**src/rtl/core/rvps_pkg.sv**
```systemverilog
// Package: shared types and constants for the per-slot running variance block.
package rvps_pkg;

   localparam int SampleWidth = 32;
   localparam int CountWidth  = 32;
   localparam int Sq_Width    = 64;
   localparam int VarWidth    = 48;

   typedef enum logic [3:0] {
      ST_IDLE,
      ST_READ,
      ST_LOAD,
      ST_DIV_MEAN,
      ST_MEAN,
      ST_MUL,
      ST_ACC,
      ST_DIV_VAR,
      ST_VAR,
      ST_OUT
   } state_type;

   typedef struct packed {
      logic start;
      logic dividend_neg;
      logic [Sq_Width-1:0] dividend_mag;
      logic [CountWidth-1:0] divisor;
   } div_req_type;

endpackage

```
**src/rtl/core/rvps_divider.sv**
```systemverilog
// Divider: unsigned 64 by 32 bit restoring division, one quotient bit a cycle.
module rvps_divider
   import rvps_pkg::*;
(
   input  logic                  clock,
   input  logic                  reset,
   input  div_req_type           req,
   output logic                  done,
   output logic [Sq_Width-1:0]   quotient
);

   logic [Sq_Width-1:0]   quo_ff, quo_in;
   logic [CountWidth:0]   rem_ff, rem_in;
   logic [CountWidth-1:0] den_ff, den_in;
   logic [6:0]            cnt_ff, cnt_in;
   logic                  busy_ff, busy_in;
   logic                  done_ff, done_in;
   logic [CountWidth:0]   trial;

   always_comb begin
      quo_in  = quo_ff;
      rem_in  = rem_ff;
      den_in  = den_ff;
      cnt_in  = cnt_ff;
      busy_in = busy_ff;
      done_in = 1'b0;
      trial   = {rem_ff[CountWidth-1:0], quo_ff[Sq_Width-1]};
      if (req.start) begin
         quo_in  = req.dividend_mag;
         rem_in  = '0;
         den_in  = req.divisor;
         cnt_in  = 7'd0;
         busy_in = 1'b1;
      end else if (busy_ff) begin
         if (trial >= {1'b0, den_ff}) begin
            rem_in = trial - {1'b0, den_ff};
            quo_in = {quo_ff[Sq_Width-2:0], 1'b1};
         end else begin
            rem_in = trial;
            quo_in = {quo_ff[Sq_Width-2:0], 1'b0};
         end
         cnt_in = cnt_ff + 7'd1;
         if (cnt_ff == 7'd63) begin
            busy_in = 1'b0;
            done_in = 1'b1;
         end
      end
   end

   always_ff @(posedge clock) begin
      if (reset) begin
         busy_ff <= 1'b0;
         done_ff <= 1'b0;
         cnt_ff  <= 7'd0;
      end else begin
         busy_ff <= busy_in;
         done_ff <= done_in;
         cnt_ff  <= cnt_in;
      end
      quo_ff <= quo_in;
      rem_ff <= rem_in;
      den_ff <= den_in;
   end

   assign done     = done_ff;
   assign quotient = quo_ff;

endmodule

```
**config.mk**
```make
export PLATFORM = sky130hd
export DESIGN_NAME = rvps_divider
export DESIGN_NICKNAME = d
export VERILOG_FILES = /design/src/rtl/core/rvps_pkg.sv /design/src/rtl/core/rvps_divider.sv
export SDC_FILE = /design/constraint.sdc
export NUM_CORES = 1
export LEC_CHECK = 0
export ABC_CLOCK_PERIOD_IN_PS = 7400
export BUFFER_PORTS_ARGS = -buffer_cell sky130_fd_sc_hd__buf_2
export CAP_MARGIN = 20
export CORE_UTILIZATION = 50
export CTS_CLUSTER_DIAMETER = 50
export DETAILED_ROUTE_END_ITERATION = 8
export GPL_TIMING_DRIVEN = 1
export PLACE_DENSITY_LB_ADDON = 0.2
export SLEW_MARGIN = 5
export SYNTH_ARGS = -nofsm -noshare
export SYNTH_HDL_FRONTEND = slang
export SYNTH_SLANG_ARGS = --single-unit
```
**constraint.sdc**
```tcl
create_clock -name clock -period 7.4 [get_ports clock]
set_input_delay 0 -clock clock [delete_from_list [all_inputs] [get_ports clock]]
set_output_delay 0 -clock clock [all_outputs]
set_load 0.005 [all_outputs]
```
==> results by group, run 1 <==
Critical path
  – R2R Path End: quotient[0]$_DFFE_PP_
  – Worst r2r src: den_ff[4]$_DFFE_PP_
  – Arrival @ worst endpoint: 3820 ps
  – Setup slack, reg-to-reg: 3760 ps
  – CP startpoint kind: flop
  – Cell breakdown of the critical path: inv_1 > ha_1 > a21oi_1 > a21boi_0 > o31ai_2 > a21o_1 > and3_1 > a21o_2 > nand2_1 > mux2_2
  – Buffers & Inverters on Critical Path: 1
  – Worst Setup End Kind: flop
  – Max Fanout on Critical Path: 32
  – Worst path top cell family by delay: compound AO/OA/AOI/OAI gates
  – Worst R2R Path Depth: 10
  – Req. time, crit path: 7580 ps
  – Crit path max-delay cell type: a21o_2
  – Critical path's largest stage delay: 630 ps
  – Critical path class: flop to flop

Synthesis
  – Sequential area share after synthesis: 0.495
  – Seq cells post-synth: 137
  – Syn. warnings: 0
  – Async SR Flop Fraction: 0
  – EDFF count, synth: 96
  – Post-Syn Instances: 686
  – Top FF cell, synth: edfxtp_1
  – Synthesized area: 7490 um^2
  – Syn_nets: 820
  – Netlist cell types: 61
  – Avg Inst Size Synth: 10.9 um^2

CTS
  – Setup Buffers After CTS: 0
  – # clock sinks: 137
  – Cts repair resizes: 0
  – Hold Buf Count CTS: 97
  – Num CTS Buffers: 17
  – Clock tree buffer depth: 2
  – H-tree Lvls: 4
  – CTS tree: done
  – Clock Pin Slew Worst Setup and Hold Paths: 60 ps
  – Clock Latency Late Sink: 430 ps
  – Root Driver: clkbuf_16

Pwr
  – Pleak: 4.18 nW
  – Worst IR Drop VDD: 0.170 mV
  – PwrDens: 221 nW/um^2

Worst hold path
  – Hold endpoint: den_ff[20]$_DFFE_PP_
  – Hold path start: req[97]
  – Tightest Hold Check Type: input port to flop
  – Hold path cells: 1

Timing
  – Fmax: 275 MHz
  – Final setup violation count: 0
  – Final period util: 0.492
  – Clk_skew: 14.0 ps
  – Worst-Margin Slew: 1070 ps
  – RSZ-0062 raised after global routing: no
  – Hold WS: 112 ps
  – Slew Viols, Final: 0
  – Slew margin rel.: 0.283
  – Final Critical Period: 3640 ps
  – Final setup TNS: 0 ps
  – Final Hold Viols: 0

Floorplan
  – Initial Util: 0.513
  – Core ar.: 14600 um^2
  – I/O Pins: 165
  – Die H: 124 um
  – Die footprint: 15500 um^2
  – Core Rows: 44
  – Die Wd: 124 um

Routing
  – # DRC: 0
  – DR pass1 iterations: 5
  – Post-DR wirelength/cell: 18.3 um
  – DRT iter0 DRCs: 542
  – Via density: 5.80
  – Post-route ant nets: 0
  – Vias: 6547
  – Total wire length: 20.7 mm

Global route
  – Maximum number of pins on one net before global-route repair: 77
  – Gr ovfl total: 0
  – Global-route wire length before repair: 33.2 mm
  – Vias in the first global route: 6636
  – Tot GR Track Use: 0.270
  – Initial antenna violation count: 0

Placement
  – HPWL after DPL: 12.6 mm
  – Port Buffers: 163
  – Gpl congestion: 0.847

Final layout
  – Final Util: 0.680
  – NumNets Final: 1065
  – Layout cell share with drive strength beyond 1: 0.291
  – Diode count: 0
  – Layout area overhead: 32.6%

Outcome
  – Outcome: completed

Job
  – MaxCap Viol Count: 0
where the power goes:
part | total (mW) | internal (mW) | switching (mW)
combinational | 0.437 | 0.212 | 0.225
sequential | 0.942 | 0.900 | 0.0425
clock | 0.810 | 0.476 | 0.334
cell usage in the layout (no fill, tap or decap), types with 5 or more instances in the layout:
master           n
nor2b_1          6
a21oi_1         31
buf_4            5
xor2_1           6
a31oi_1          8
a311oi_1        20
nand2_1         27
a211o_1          5
inv_1           41
nor3_1           6
mux2_2          64
and3_1          15
clkbuf_16       18
or2_2            5
edfxtp_1        96
buf_2          162
nand4_1         11
ha_1            33
xnor2_1         19
nand3_1         36
o211ai_1         5
nor2_1          47
or3_1            5
o21ai_0         33
and2_1           6
dfxtp_1         41
a21o_1          12
o21bai_1         7
dlygate4sd3_1   97
worst max path at each step:
stage                               startpoint                 endpoint  slack, ps  cells past startpoint
final                      den_ff[4]$_DFFE_PP_    quotient[0]$_DFFE_PP_       3760                     10
after global routing       den_ff[4]$_DFFE_PP_    quotient[0]$_DFFE_PP_       3540                     10
after CTS                 den_ff[11]$_DFFE_PP_  rem_ff[22]$_SDFFE_PP0P_       3800                     10
after detailed placement  den_ff[11]$_DFFE_PP_  rem_ff[22]$_SDFFE_PP0P_       3840                     10
after global placement     den_ff[4]$_DFFE_PP_    quotient[0]$_DFFE_PP_       3850                     10
after floorplan            den_ff[4]$_DFFE_PP_    quotient[0]$_DFFE_PP_       4780                     12
cell usage after synthesis, types with 4 or more instances:
library cell / n / area share
nand3_1: 36 / 0.024
nand2_1: 27 / 0.014
dfxtp_1: 41 / 0.11
edfxtp_1: 96 / 0.39
a211o_1: 5 / 0.0058
a311oi_1: 20 / 0.023
and3_1: 15 / 0.013
or3_1: 5 / 0.0042
nand4_1: 11 / 0.0092
a21oi_1: 32 / 0.021
and2_1: 6 / 0.0050
xor2_1: 6 / 0.0070
o21bai_1: 7 / 0.0070
mux2_2: 64 / 0.096
a21o_1: 12 / 0.012
o21ai_0: 33 / 0.022
nor2_1: 47 / 0.024
a211oi_1: 4 / 0.0040
or2_2: 5 / 0.0042
nor3_1: 6 / 0.0040
xnor2_1: 19 / 0.022
clkbuf_1: 24 / 0.012
o211ai_1: 5 / 0.0050
ha_1: 33 / 0.055
o41ai_1: 4 / 0.0047
buf_2: 10 / 0.0067
o221ai_1: 4 / 0.0047
a31oi_1: 8 / 0.0067
inv_1: 42 / 0.021
nor2b_1: 6 / 0.0050
cell families after synthesis:
logic type | Yosys count | share of synthesized area
flip-flops | 137 | 0.495
multiplexers | 66 | 0.0989
adder cells (fa/ha/maj) | 34 | 0.0578
buffers and inverters | 80 | 0.0448
XOR/XNOR | 25 | 0.0292
AND/OR/NAND/NOR | 180 | 0.122
AO/OA/AOI/OAI | 164 | 0.153
worst register-to-register path: stages, from the launching register on:
cell      delay [ps]
edfxtp_1         380
inv_1             80
ha_1             290
a21oi_1          200
a21boi_0         150
o31ai_2          440
a21o_1           200
and3_1           330
a21o_2           630
nand2_1          350
mux2_2           350
layer usage:
layer  GRT usage  wire length (um)
met1       0.320              8350
met2       0.462             10300
met4      0.0999               502
met3      0.0786              1550
met5           0                 0
through the flow:
stage	total power, mW	setup WS, ps	cells	area [um^2]
after floorplan	1.21	4780	686	7490
after global placement	1.32	3850	999	8390
after detailed placement	1.33	3840	999	8390
after CTS	2.18	3800	1128	9930
after global routing	2.29	3540	1128	9930
final	2.19	3760	1128	9930
state kept, by name (all words and copies together), names as in the netlist:
signal	cells
busy_ff	1
done	1
quotient	64
cnt_ff	7
den_ff	32
rem_ff	32
layout make-up:
| class | instances | area, um^2 |
|---|---|---|
| Clock buffer | 23 | 499 |
| Clock inverter | 9 | 65.1 |
| Fill cell | 1029 | 4660 |
| Inverter | 42 | 158 |
| Multi-Input combinational cell | 469 | 3450 |
| Sequential cell | 137 | 3700 |
| Tap cell | 184 | 230 |
| Timing Repair Buffer | 264 | 1820 |
Power figures use the tool's default switching activity.
==> run 2, diff against run 1 <==
--- a/config.mk
+++ b/config.mk
@@ -5,7 +5,7 @@
 export SDC_FILE = /design/constraint.sdc
 export NUM_CORES = 1
 export LEC_CHECK = 0
-export ABC_CLOCK_PERIOD_IN_PS = 7400
+export ABC_CLOCK_PERIOD_IN_PS = 2900
 export BUFFER_PORTS_ARGS = -buffer_cell sky130_fd_sc_hd__buf_2
 export CAP_MARGIN = 20
 export CORE_UTILIZATION = 50
==> constraint.sdc (replaced) <==
create_clock -name clock -period 2.9 [get_ports clock]
set_input_delay 0 -clock clock [delete_from_list [all_inputs] [get_ports clock]]
set_output_delay 0 -clock clock [all_outputs]
set_load 0.005 [all_outputs]
==> run 2 against run 1 <==
Cell area rose by 4.3%. Critical path depth rose by 1. Combinational power rose to 2.8 times the previous value. Clock-buffer cell count did not move. Clock skew fell by 2.6 ps. Utilization rose by 2.9 points. Critical path type unchanged. Largest cell class unchanged. Cell count rose by 2.8%.
==> results by group, run 2 (synthesis gave the netlist of run 1 again) <==
Critical path
  – Worst Setup End Kind: flop
  – Req. time, crit path: 3220 ps (-4360 ps)
  – CP startpoint kind: flop
  – Crit path max-delay cell type: or4_1
  – Worst R2R Path Depth: 11 (+1)
  – R2R Path End: rem_ff[9]$_SDFFE_PP0P_
  – Max Fanout on Critical Path: 10 (-69%)
  – Critical path class: flop to flop
  – Arrival @ worst endpoint: 3130 ps (-690 ps)
  – Buffers & Inverters on Critical Path: 2 (+1)
  – Worst r2r src: den_ff[28]$_DFFE_PP_
  – Cell breakdown of the critical path: inv_1 > ha_4 > and3_4 > and3_1 > nand3_1 > or4_1 > nand3_2 > a211oi_4 > buf_4 > a211o_1 > a311oi_1
  – Critical path's largest stage delay: 560 ps (-70 ps)
  – Setup slack, reg-to-reg: 100 ps (-3660 ps)
  – Worst path top cell family by delay: simple AND/OR/NAND/NOR gates
  – Beginning of the critical path: den_ff[28]$_DFFE_PP_

Floorplan
  – Core ar.: 14600 um^2 (unchanged)
  – Die Wd: 124 um (unchanged)
  – Die footprint: 15500 um^2 (unchanged)
  – Core Rows: 44 (unchanged)
  – Die H: 124 um (unchanged)
  – Initial Util: 0.513 (unchanged)
  – I/O Pins: 165 (unchanged)

Timing
  – Final Critical Period: 2800 ps (-837 ps)
  – Fin worst setup slack: 98.5 ps (-3660 ps)
  – Final setup violation count: 0 (unchanged)
  – RSZ-0062 raised after global routing: yes
  – Slew Viols, Final: 0 (unchanged)
  – Final period util: 0.966 (+0.474)
  – Worst-Margin Slew: 566 ps (-509 ps)
  – Final Hold Viols: 0 (unchanged)
  – Clk_skew: 11.4 ps (-2.57 ps)
  – Slew margin rel.: 0.623 (+0.339)
  – Fmax: 357 MHz (+30%)

Placement
  – Port Buffers: 163 (unchanged)
  – Place WS: 7.85 ps (-3830 ps)
  – HPWL after DPL: 13.5 mm (+7.2%)
  – Gpl congestion: 0.918 (+8.4%)

Routing
  – Vias: 6775 (+3.5%)
  – Post-route ant nets: 0 (unchanged)
  – DRT iter0 DRCs: 449 (-17%)
  – Post-DR wirelength/cell: 19.1 um (+4.2%)
  – # DRC: 0 (unchanged)
  – DR pass1 iterations: 5 (unchanged)
  – Total wire length: 22.2 mm (+7.2%)
  – Via density: 5.84 (+0.63%)

Outcome
  – Outcome: completed

Final layout
  – Commonest non-fill, non-tap cell in the layout: buf_2
  – Most frequent cells in the layout: buf_2, dlygate4sd3_1, edfxtp_1
  – Diode count: 0 (unchanged)
  – Layout area overhead: 38.3%
  – Layout cell share with drive strength beyond 1: 0.326 (+0.0345)
  – Largest register FFs: 64 (unchanged)
  – NumNets Final: 1097 (+3.0%)

CTS
  – Num CTS Buffers: 17 (unchanged)
  – Clock tree buffer depth: 2 (unchanged)
  – Clock Pin Slew Worst Setup and Hold Paths: 60 ps (about the same)
  – CTS tree: done
  – Root Driver: clkbuf_16
  – # clock sinks: 137 (unchanged)
  – H-tree Lvls: 4 (unchanged)
  – Clock Latency Late Sink: 430 ps (about the same)

Pwr
  – PwrDens: 562 nW/um^2 (+150%)
  – Total Power: 5.81 mW (+170%)
  – Worst IR Drop VDD: 0.612 mV (+260%)
  – Pleak: 4.37 nW (+4.6%)

Global route
  – Vias in the first global route: 7051 (+6.3%)
  – Initial antenna violation count: 0 (unchanged)
  – Tot GR Track Use: 0.286 (+0.0164)
  – Maximum number of pins on one net before global-route repair: 65 (-16%)
  – Gr ovfl total: 0 (unchanged)
  – Global-route wire length before repair: 35.2 mm (+6.1%)

Worst hold path
  – Hold path cells: 1 (unchanged)
  – Hold path start: req[97]
  – Hold endpoint: den_ff[22]$_DFFE_PP_
  – Tightest Hold Check Type: input port to flop

Job
  – MaxCap Viol Count: 0 (unchanged)
[run 2: timing repair]
action,4_1_cts,5_1_grt
hold buffers,97,0
endpoints found under the hold margin,105,0
endpoints found under the setup margin,1,27
resized for setup,1,20
pin swaps,0,2
setup buffers,0,0
gates cloned,0,0
[run 2: metrics by stage]
step	cell area, um^2	utilization	instances	setup TNS (ps)	hold WS, ps
after floorplan	7490	-	686	0	72.4
after global placement	8690	0.596	1031	0	177
after detailed placement	8690	0.596	1031	0	178
after CTS	10300	0.703	1160	0	84.7
after global routing	10400	0.710	1160	-11.2	96.3
final	10400	0.710	1160	0	85.6
[run 2: where the power goes]
group	switching, mW	total [mW]	internal, mW
Combinational	0.621	1.24	0.615
Clock	0.835	2.18	1.34
Sequential	0.107	2.40	2.29
[run 2: area by class of cell]
type                            count  area [um^2]
Clock buffer                       23          478
Multi-Input combinational cell    469         3550
Tap cell                          184          230
Fill cell                         992         4240
Timing Repair Buffer              296         2120
Clock inverter                      9          115
Inverter                           42          158
Sequential cell                   137         3700
[run 2: how the worst max path moves through the flow]
stage | endpoint | cells past startpoint
after floorplan | quotient[0]$_DFFE_PP_ | 12
after global placement | rem_ff[9]$_SDFFE_PP0P_ | 11
after detailed placement | rem_ff[28]$_SDFFE_PP0P_ | 10
after CTS | rem_ff[28]$_SDFFE_PP0P_ | 11
after global routing | rem_ff[30]$_SDFFE_PP0P_ | 11
final | rem_ff[9]$_SDFFE_PP0P_ | 11
[run 2: routing by layer]
| metal | track usage | wire length [um] | vias to the layer above | part of all wire |
|---|---|---|---|---|
| li1 | - | - | 3145 | - |
| met3 | 0.0756 | 1310 | 52 | 0.059 |
| met4 | 0.125 | 711 | 0 | 0.032 |
| met5 | 0 | 0 | - | 0 |
| met2 | 0.500 | 11300 | 286 | 0.51 |
| met1 | 0.328 | 8870 | 3292 | 0.40 |
[run 2: worst register-to-register path, delay by kind of cell (launching register included)]
family | cells | cell delay [ps]
and+or+nand+nor | 5 | 1200
buffers and inverters | 2 | 260
AOI/OAI and AO/OA | 3 | 640
DFF | 1 | 320
adders and majority gates | 1 | 290
